$ cat config.mk
export PLATFORM = sky130hd
export DESIGN_NAME = teq_cell
export DESIGN_NICKNAME = d
export VERILOG_FILES = /design/src/rtl/teq_pkg.sv /design/src/rtl/teq_cell.sv
export SDC_FILE = /design/constraint.sdc
export NUM_CORES = 1
export LEC_CHECK = 0
export BUFFER_PORTS_ARGS = -buffer_cell sky130_fd_sc_hd__buf_2
export CAP_MARGIN = 20
export CORE_AREA = 2 2 140 142
export CTS_CLUSTER_DIAMETER = 150
export DETAILED_ROUTE_END_ITERATION = 10
export DIE_AREA = 0 0 142 144
export GPL_ROUTABILITY_DRIVEN = 0
export SYNTH_ARGS = -nofsm -noshare
export SYNTH_HDL_FRONTEND = slang
export SYNTH_SLANG_ARGS = --single-unit
$ cat constraint.sdc
create_clock -name i_clk -period 21.5 [get_ports i_clk]
set_input_delay 3.225 -clock i_clk [delete_from_list [all_inputs] [get_ports i_clk]]
set_output_delay 3.225 -clock i_clk [all_outputs]
set_load 0.03 [all_outputs]
$ cat src/rtl/teq_pkg.sv
// Shared types and constants for the timed event queue.
// No dependencies.
`default_nettype none

package teq_pkg;

    localparam int CMD_W   = 3;
    localparam int TIME_W  = 32;
    localparam int OWNER_W = 16;
    localparam int KIND_W  = 4;
    localparam int PAY_W   = 32;

    localparam int DEPTH_DEF = 64;
    // most events popped by one fire request
    localparam int MAX_OUT   = 64;
    localparam int NF_W      = $clog2(MAX_OUT + 1);

    typedef enum logic [CMD_W-1:0] {
        CMD_SCHED    = 3'd0,
        CMD_REM_OWN  = 3'd1,
        CMD_REM_OK   = 3'd2,
        CMD_LOOKUP   = 3'd3,
        CMD_FIRE     = 3'd4,
        CMD_FLUSH    = 3'd5
    } t_cmd;

    typedef struct packed {
        logic [TIME_W-1:0]  due;
        logic [OWNER_W-1:0] owner;
        logic [KIND_W-1:0]  kind;
        logic [PAY_W-1:0]   payload;
    } t_entry;

    typedef enum logic [1:0] {
        CELL_HOLD   = 2'd0,
        CELL_INSERT = 2'd1,
        CELL_ROTATE = 2'd2
    } t_cell_op;

    // broadcast to every cell of the row
    typedef struct packed {
        t_cell_op op;
        logic     wr_en;
        t_entry   ent;
    } t_cell_ctl;

endpackage

`default_nettype wire

$ cat src/rtl/teq_cell.sv
// One slot of the sorted event row.
// Depends on teq_pkg; instantiated DEPTH times by timed_event_queue.
`default_nettype none

module teq_cell #(
    parameter int DEPTH = teq_pkg::DEPTH_DEF,
    parameter int IDX   = 0,
    localparam int CW   = $clog2(DEPTH + 1)
) (
    input  wire logic               i_clk,
    input  wire teq_pkg::t_cell_ctl i_ctl,
    input  wire logic [CW-1:0]      i_count,
    input  wire logic [CW-1:0]      i_wr_idx,
    input  wire teq_pkg::t_entry    i_left,
    input  wire logic               i_left_gt,
    input  wire teq_pkg::t_entry    i_right,
    output      teq_pkg::t_entry    o_ent,
    output      logic               o_gt
);

    teq_pkg::t_entry r_ent;
    teq_pkg::t_entry n_ent;
    logic            w_occ;
    logic            w_mine;

    assign w_occ  = CW'(IDX) < i_count;
    assign w_mine = CW'(IDX) == i_count;
    // strictly later than the new event: new one goes ahead of it
    assign o_gt   = w_occ && (r_ent.due > i_ctl.ent.due);
    assign o_ent  = r_ent;

    always_comb begin
        n_ent = r_ent;
        case (i_ctl.op)
            teq_pkg::CELL_INSERT: begin
                if (i_left_gt) begin
                    n_ent = i_left;
                end else if (o_gt || w_mine) begin
                    n_ent = i_ctl.ent;
                end
            end
            teq_pkg::CELL_ROTATE: begin
                if (i_ctl.wr_en && (i_wr_idx == CW'(IDX))) begin
                    n_ent = i_ctl.ent;
                end else begin
                    n_ent = i_right;
                end
            end
            default: n_ent = r_ent;
        endcase
    end

    always_ff @(posedge i_clk) begin
        r_ent <= n_ent;
    end

endmodule

`default_nettype wire

==> results of run 1 <==
==> synth_stat cells <==
cell type / number
nand2b_4: 1
nor4b_2: 1
o21ai_0: 1
and4_2: 1
nand2_1: 110
a22oi_1: 53
or4_4: 1
o211ai_1: 1
nor3_1: 30
buf_6: 3
nor4_1: 2
xor2_1: 1
or3_1: 1
a221o_1: 31
buf_2: 22
a21boi_1: 2
a31oi_1: 2
and2_1: 1
a221oi_1: 1
o31ai_1: 2
a211oi_1: 1
a21o_1: 4
inv_1: 33
nor4_4: 1
a21oi_2: 1
nor2b_1: 2
nor2_1: 3
or2b_1: 1
nor2_4: 1
a21oi_1: 13
clkbuf_1: 5
ha_1: 32
nor4b_1: 1
edfxtp_1: 84
nand3_1: 6
nand4_1: 6
nor4_2: 1
==> cell type report <==
class / instances / area [um^2]
inverter: 33 / 124
fill: 1966 / 11900
sequential: 84 / 2520
multi-input combinational: 315 / 2110
clock inverter: 7 / 73.8
tap: 238 / 298
clock buffer: 9 / 225
timing repair buffer: 361 / 1820
==> power by group <==
group          total (mW)  switching [mW]  internal [mW]
sequential          0.213         0.00656          0.207
clock               0.157          0.0657         0.0909
combinational       0.149          0.0961         0.0533
total               0.519           0.168          0.351
==> logic make-up after synthesis <==
logic type | count (synthesis) | synth area share
XOR/XNOR | 1 | 0.00179
flip-flops | 84 | 0.516
buffers and inverters | 63 | 0.0586
AO/OA/AOI/OAI | 112 | 0.181
AND/OR/NAND/NOR | 170 | 0.162
adder cells (fa/ha/maj) | 32 | 0.0818
==> critical path: stages <==
cell and delay, ns:
buf_2 0.07, inv_1 0.05, ha_1 0.32, nand4_1 0.21
or3_1 0.17, a21oi_1 0.05, nor4b_1 0.74, a21boi_1 0.12
buf_2 0.23
==> path summary, 6_finish.rpt <==
kind | slack [ns] | start | endpoint
max | 13.08 | i_ctl[82] | o_gt
min reg2reg | 1.50 | o_ent[71]$_DFFE_PP_ | o_ent[66]$_DFFE_PP_
max reg2reg | 18.53 | o_ent[66]$_DFFE_PP_ | o_ent[16]$_DFFE_PP_
min | 1.50 | o_ent[71]$_DFFE_PP_ | o_ent[66]$_DFFE_PP_
==> layer usage <==
metal	wire [um]	up-vias
met5	16	-
met4	271	2
met3	1160	15
met2	8230	240
met1	6720	2164
li1	-	2432
==> flow_metrics.tcl, run 1 <==
set metrics [dict create \
    finalMaxSlewViolations 0 \
    grt_pass1_vias 4366 \
    grt_usage 0.149 \
    via_count 4853 \
    holdWs_ns 1.50 \
    cp-end-kind "primary output" \
    drive_gt1_frac 0.476 \
    required_ns 18.27 \
    seq_area_frac_synth 0.516 \
    syn_to_final_growth_pct 46.6 \
    largest_reg_flops 84 \
    dp.cells 1031 \
    hp-class "reg2reg" \
    final_common_cell "buf_2" \
    yosysTopAreaCell "edfxtp_1" \
    dp_hpwl_mm 13.1 \
    maxCapViolCount 0 \
    wl_per_cell_um 15.7 \
    final_cell_mix "355 x buf_2, 110 x nand2_1, 84 x edfxtp_1, 53 x a22oi_1, 33 x inv_1" \
    post-route-util 0.376 \
    postCtsSetupBuffers 0 \
    setup_slack_ns 13.08 \
    final_area_um2 7170 \
    antenna_cells 0 \
    tightest_slew_ns 0.885 \
    r2r_cells 7 \
    synth_area_um2 4890 \
    clk_pin_slew_worst_paths_ns 0.06 \
    gr-usage-met3 0.0301 \
    startpoint_type "primary input" \
    htreeDepth 3 \
    use_met1 0.186 \
    holdBufCountCts 0 \
    status "complete, no violations" \
    critPathKind "in2out" \
    drc_errors 0 \
    dr.first_iter.drc_count 161 \
    clkLatencyLatePin_ns 0.34 \
    synth_area_leaders "edfxtp_1 52%, nand2_1 8.4%, ha_1 8.2%" \
    hold_viol 0 \
    io_buffers 355 \
    arrival_ns 5.19 \
    fin_crit_ns 8.42 \
    rows 51 \
    syn_area_per_cell_um2 10.6 \
    grt_busiest_layer "met2" \
    cts_buffers 9 \
    ant_nets 0 \
    setup_viol 0 \
    syn_inst 462 \
    cts_tree "yes" \
    cts_resized 0 \
    grt_pass1_wl_mm 23.2 \
    place_ws_ns 13.04 \
    place_area_um2 6870 \
    cts_root_buffer "clkbuf_16" \
    ir_drop_mv 0.0360 \
    coreArea_um2 19100 \
    yosys.area.top_type_share 0.516 \
    instances_no_fill 1047 \
    routed_wl_mm 16.4 \
    io_pins 356 \
    grt_antenna_before_repair 1 \
    crit_fanout 4 \
    period_share 0.391 \
    fmaxAchievable_mhz 119 \
    clock_sinks 84 \
    use_met2 0.256 \
    layout.nets 1107 \
    fin_skew_ns 0.0125 \
    ys_warn_count 0 \
    drt-vias-per-instance 4.64 \
    max_slew_margin 0.401 \
    die_area_um2 20400 \
    fin_tns_setup_ns 0 \
    power_leakage_nw 3.52 \
    synth_fp_nets 765 \
    grt_max_degree 77 \
    yosysUniqueCellTypes 37 \
    drtPass1Iterations 5 \
    hold_depth 6 \
    overflow 0 \
    clk_path_buf_depth 2 \
    power_mw 0.519 \
    dieWidth_um 142 \
    p_per_area_nw_per_um2 72.4 \
    initial_utilization 0.256 \
    rsz0062_at_grt "no" \
    die_h_um 144 \
    synth_seq_cells 84 \
]
Note: power is estimated with default switching activity, not from simulation.
==> run 2: changes to the inputs <==
--- a/config.mk
+++ b/config.mk
@@ -5,12 +5,13 @@
 export SDC_FILE = /design/constraint.sdc
 export NUM_CORES = 1
 export LEC_CHECK = 0
+export ABC_AREA = 1
 export BUFFER_PORTS_ARGS = -buffer_cell sky130_fd_sc_hd__buf_2
 export CAP_MARGIN = 20
-export CORE_AREA = 2 2 140 142
+export CORE_AREA = 2 2 138 140
 export CTS_CLUSTER_DIAMETER = 150
 export DETAILED_ROUTE_END_ITERATION = 10
-export DIE_AREA = 0 0 142 144
+export DIE_AREA = 0 0 140 142
 export GPL_ROUTABILITY_DRIVEN = 0
 export SYNTH_ARGS = -nofsm -noshare
 export SYNTH_HDL_FRONTEND = slang
==> constraint.sdc (replaced) <==
create_clock -name i_clk -period 6.9 [get_ports i_clk]
set_input_delay 1.035 -clock i_clk [delete_from_list [all_inputs] [get_ports i_clk]]
set_output_delay 1.035 -clock i_clk [all_outputs]
set_load 0.03 [all_outputs]
==> flow_metrics.tcl, run 2 <==
set metrics [dict create \
    status "complete, but fails checks" \
    violations "design-rule violations" \
    clk_path_buf_depth 2 \
    layout.nets 1342 \
    syn_to_final_growth_pct 38.4 \
    ant_nets 0 \
    startpoint_type "primary input" \
    fill_cells 1913 \
    synth_fp_nets 1022 \
    finalMaxSlewViolations 0 \
    die_area_um2 19900 \
    syn_area_per_cell_um2 7.92 \
    drc_errors 25 \
    multi_input_area_um2 2790 \
    synth_seq_cells 84 \
    clkLatencyLatePin_ns 0.34 \
    seq_area_frac_synth 0.443 \
    synth_common_cells "126 x o21ai_0, 123 x nor2_1, 105 x a21oi_1, 84 x edfxtp_1, 73 x nand2_1" \
    synthArstFlopShare 0 \
    dp_hpwl_mm 16.3 \
    cts_resized 0 \
    cts_tree "yes" \
    hold_viol 0 \
    routed_wl_mm 21.7 \
    yosysMostFrequentCell "o21ai_0" \
    grt_usage 0.210 \
    fin_skew_ns 0.0159 \
    power_leakage_nw 3.67 \
    clock_sinks 84 \
    cts_buffers 9 \
    grt_pass1_wl_mm 32.4 \
    hp-class "in2reg" \
    synth_area_um2 5700 \
    fin_crit_ns 3.52 \
    use_met2 0.375 \
    setup_slack_ns 3.38 \
    ir_drop_mv 0.115 \
    postCtsSetupBuffers 0 \
    rsz0062_at_grt "no" \
    fmaxAchievable_mhz 284 \
    overflow 0 \
    critPathKind "in2out" \
    syn_inst 719 \
    wl_per_cell_um 17.0 \
    initial_utilization 0.309 \
    p_per_area_nw_per_um2 192 \
    grt_pass1_vias 5964 \
    gr-usage-met3 0.0488 \
    cp-end-kind "primary output" \
    yosysUniqueCellTypes 23 \
    final-seq-area_um2 2520 \
    final_common_cell "buf_2" \
    final_cell_mix "354 x buf_2, 126 x o21ai_0, 123 x nor2_1, 105 x a21oi_1, 84 x edfxtp_1" \
    yosys.area.top_type_share 0.443 \
    ys_warn_count 0 \
    rows 50 \
    max_slew_margin 0.321 \
    coreArea_um2 18500 \
    cts_root_buffer "clkbuf_16" \
    tightest_slew_ns 1.01 \
    yosysTopAreaCell "edfxtp_1" \
    period_share 0.511 \
    maxCapViolCount 0 \
    setup_viol 0 \
    fin_tns_setup_ns 0 \
    via_count 6399 \
    holdBufCountCts 0 \
    die_h_um 142 \
    ys.flop_type "edfxtp_1" \
    clk_pin_slew_worst_paths_ns 0.07 \
    crit_fanout 2 \
    io_pins 356 \
    arrival_ns 2.49 \
    drt-vias-per-instance 5.00 \
    io_buffers 355 \
    required_ns 5.86 \
    dieWidth_um 140 \
    grt_max_degree 59 \
    place_ws_ns 3.01 \
    drtPass1Iterations 8 \
    use_met1 0.250 \
    drive_gt1_frac 0.368 \
    grt_antenna_before_repair 3 \
    htreeDepth 3 \
    dr.first_iter.drc_count 406 \
    synth_area_leaders "edfxtp_1 44%, o21ai_0 11%, a21oi_1 9.2%" \
    grt_busiest_layer "met2" \
    largest_reg_flops 84 \
    synth-edff-count 84 \
]
[run 2: changes by cell type after synthesis, moves of 37 or more]
cell and delta:
nor2_1 +120, a21oi_1 +92, o21ai_0 +125, nand2_1 -37, a22oi_1 -53, o22ai_1 +53
[run 2: final cells by class]
type                       count  area share
inverter                      46      0.0221
tap                          234      0.0371
sequential                    84       0.320
clock buffer                  10      0.0290
clock inverter                 6     0.00619
antenna                        1    0.000317
timing repair buffer         361       0.231
multi-input combinational    537       0.354
[run 2: report_power, final]
group          switching [mW]  internal (mW)
Combinational           0.268          0.148
Clock                   0.211          0.247
Sequential             0.0154          0.623
Total                   0.494           1.02
[run 2: cells by family (layout without fill, tap and decap cells)]
logic type | Yosys count | in the layout | share of synthesized area
AND/OR/NAND/NOR | 204 | 204 | 0.140
AO/OA/AOI/OAI | 301 | 301 | 0.277
other | 0 | 1 | 0
buffers and inverters | 98 | 423 | 0.0703
adder cells (fa/ha/maj) | 32 | 32 | 0.0703
flip-flops | 84 | 84 | 0.443
[run 2: worst paths after layout]
kind / slack (ns) / to / startpoint / cells past startpoint
setup / recovery: 3.38 / o_gt / i_ctl[83] / 11
hold / removal: 1.02 / o_ent[82]$_DFFE_PP_ / i_left[82] / 3
setup reg to reg: 3.79 / o_ent[40]$_DFFE_PP_ / o_ent[83]$_DFFE_PP_ / 12
hold reg to reg: 1.55 / o_ent[80]$_DFFE_PP_ / o_ent[74]$_DFFE_PP_ / 9
[run 2: routing by layer]
metal / wire, um / part of all wire
met2: 10800 / 0.50
met5: 0 / 0
met3: 2070 / 0.096
met4: 529 / 0.024
met1: 8290 / 0.38
[run 2: per-stage QoR]
step	cell area [um^2]	std cells	total power [mW]	utilization	hold WS, ns
after floorplan	5700	719	0.891	-	1.26
after global placement	7600	1262	1.07	0.412	1.36
after detailed placement	7600	1262	1.07	0.412	1.36
after CTS	7880	1278	1.53	0.427	1.00
after global routing	7880	1279	1.59	0.427	1.04
final	7880	1279	1.51	0.427	1.02
[run 2: critical path: stages]
cell and delay [ns]:
buf_2 0.09, inv_1 0.05, ha_1 0.30, a21oi_1 0.26
o21a_1 0.16, nand2_1 0.04, a21oi_1 0.16, nand2_1 0.08
nand2_1 0.07, inv_1 0.05, buf_2 0.17
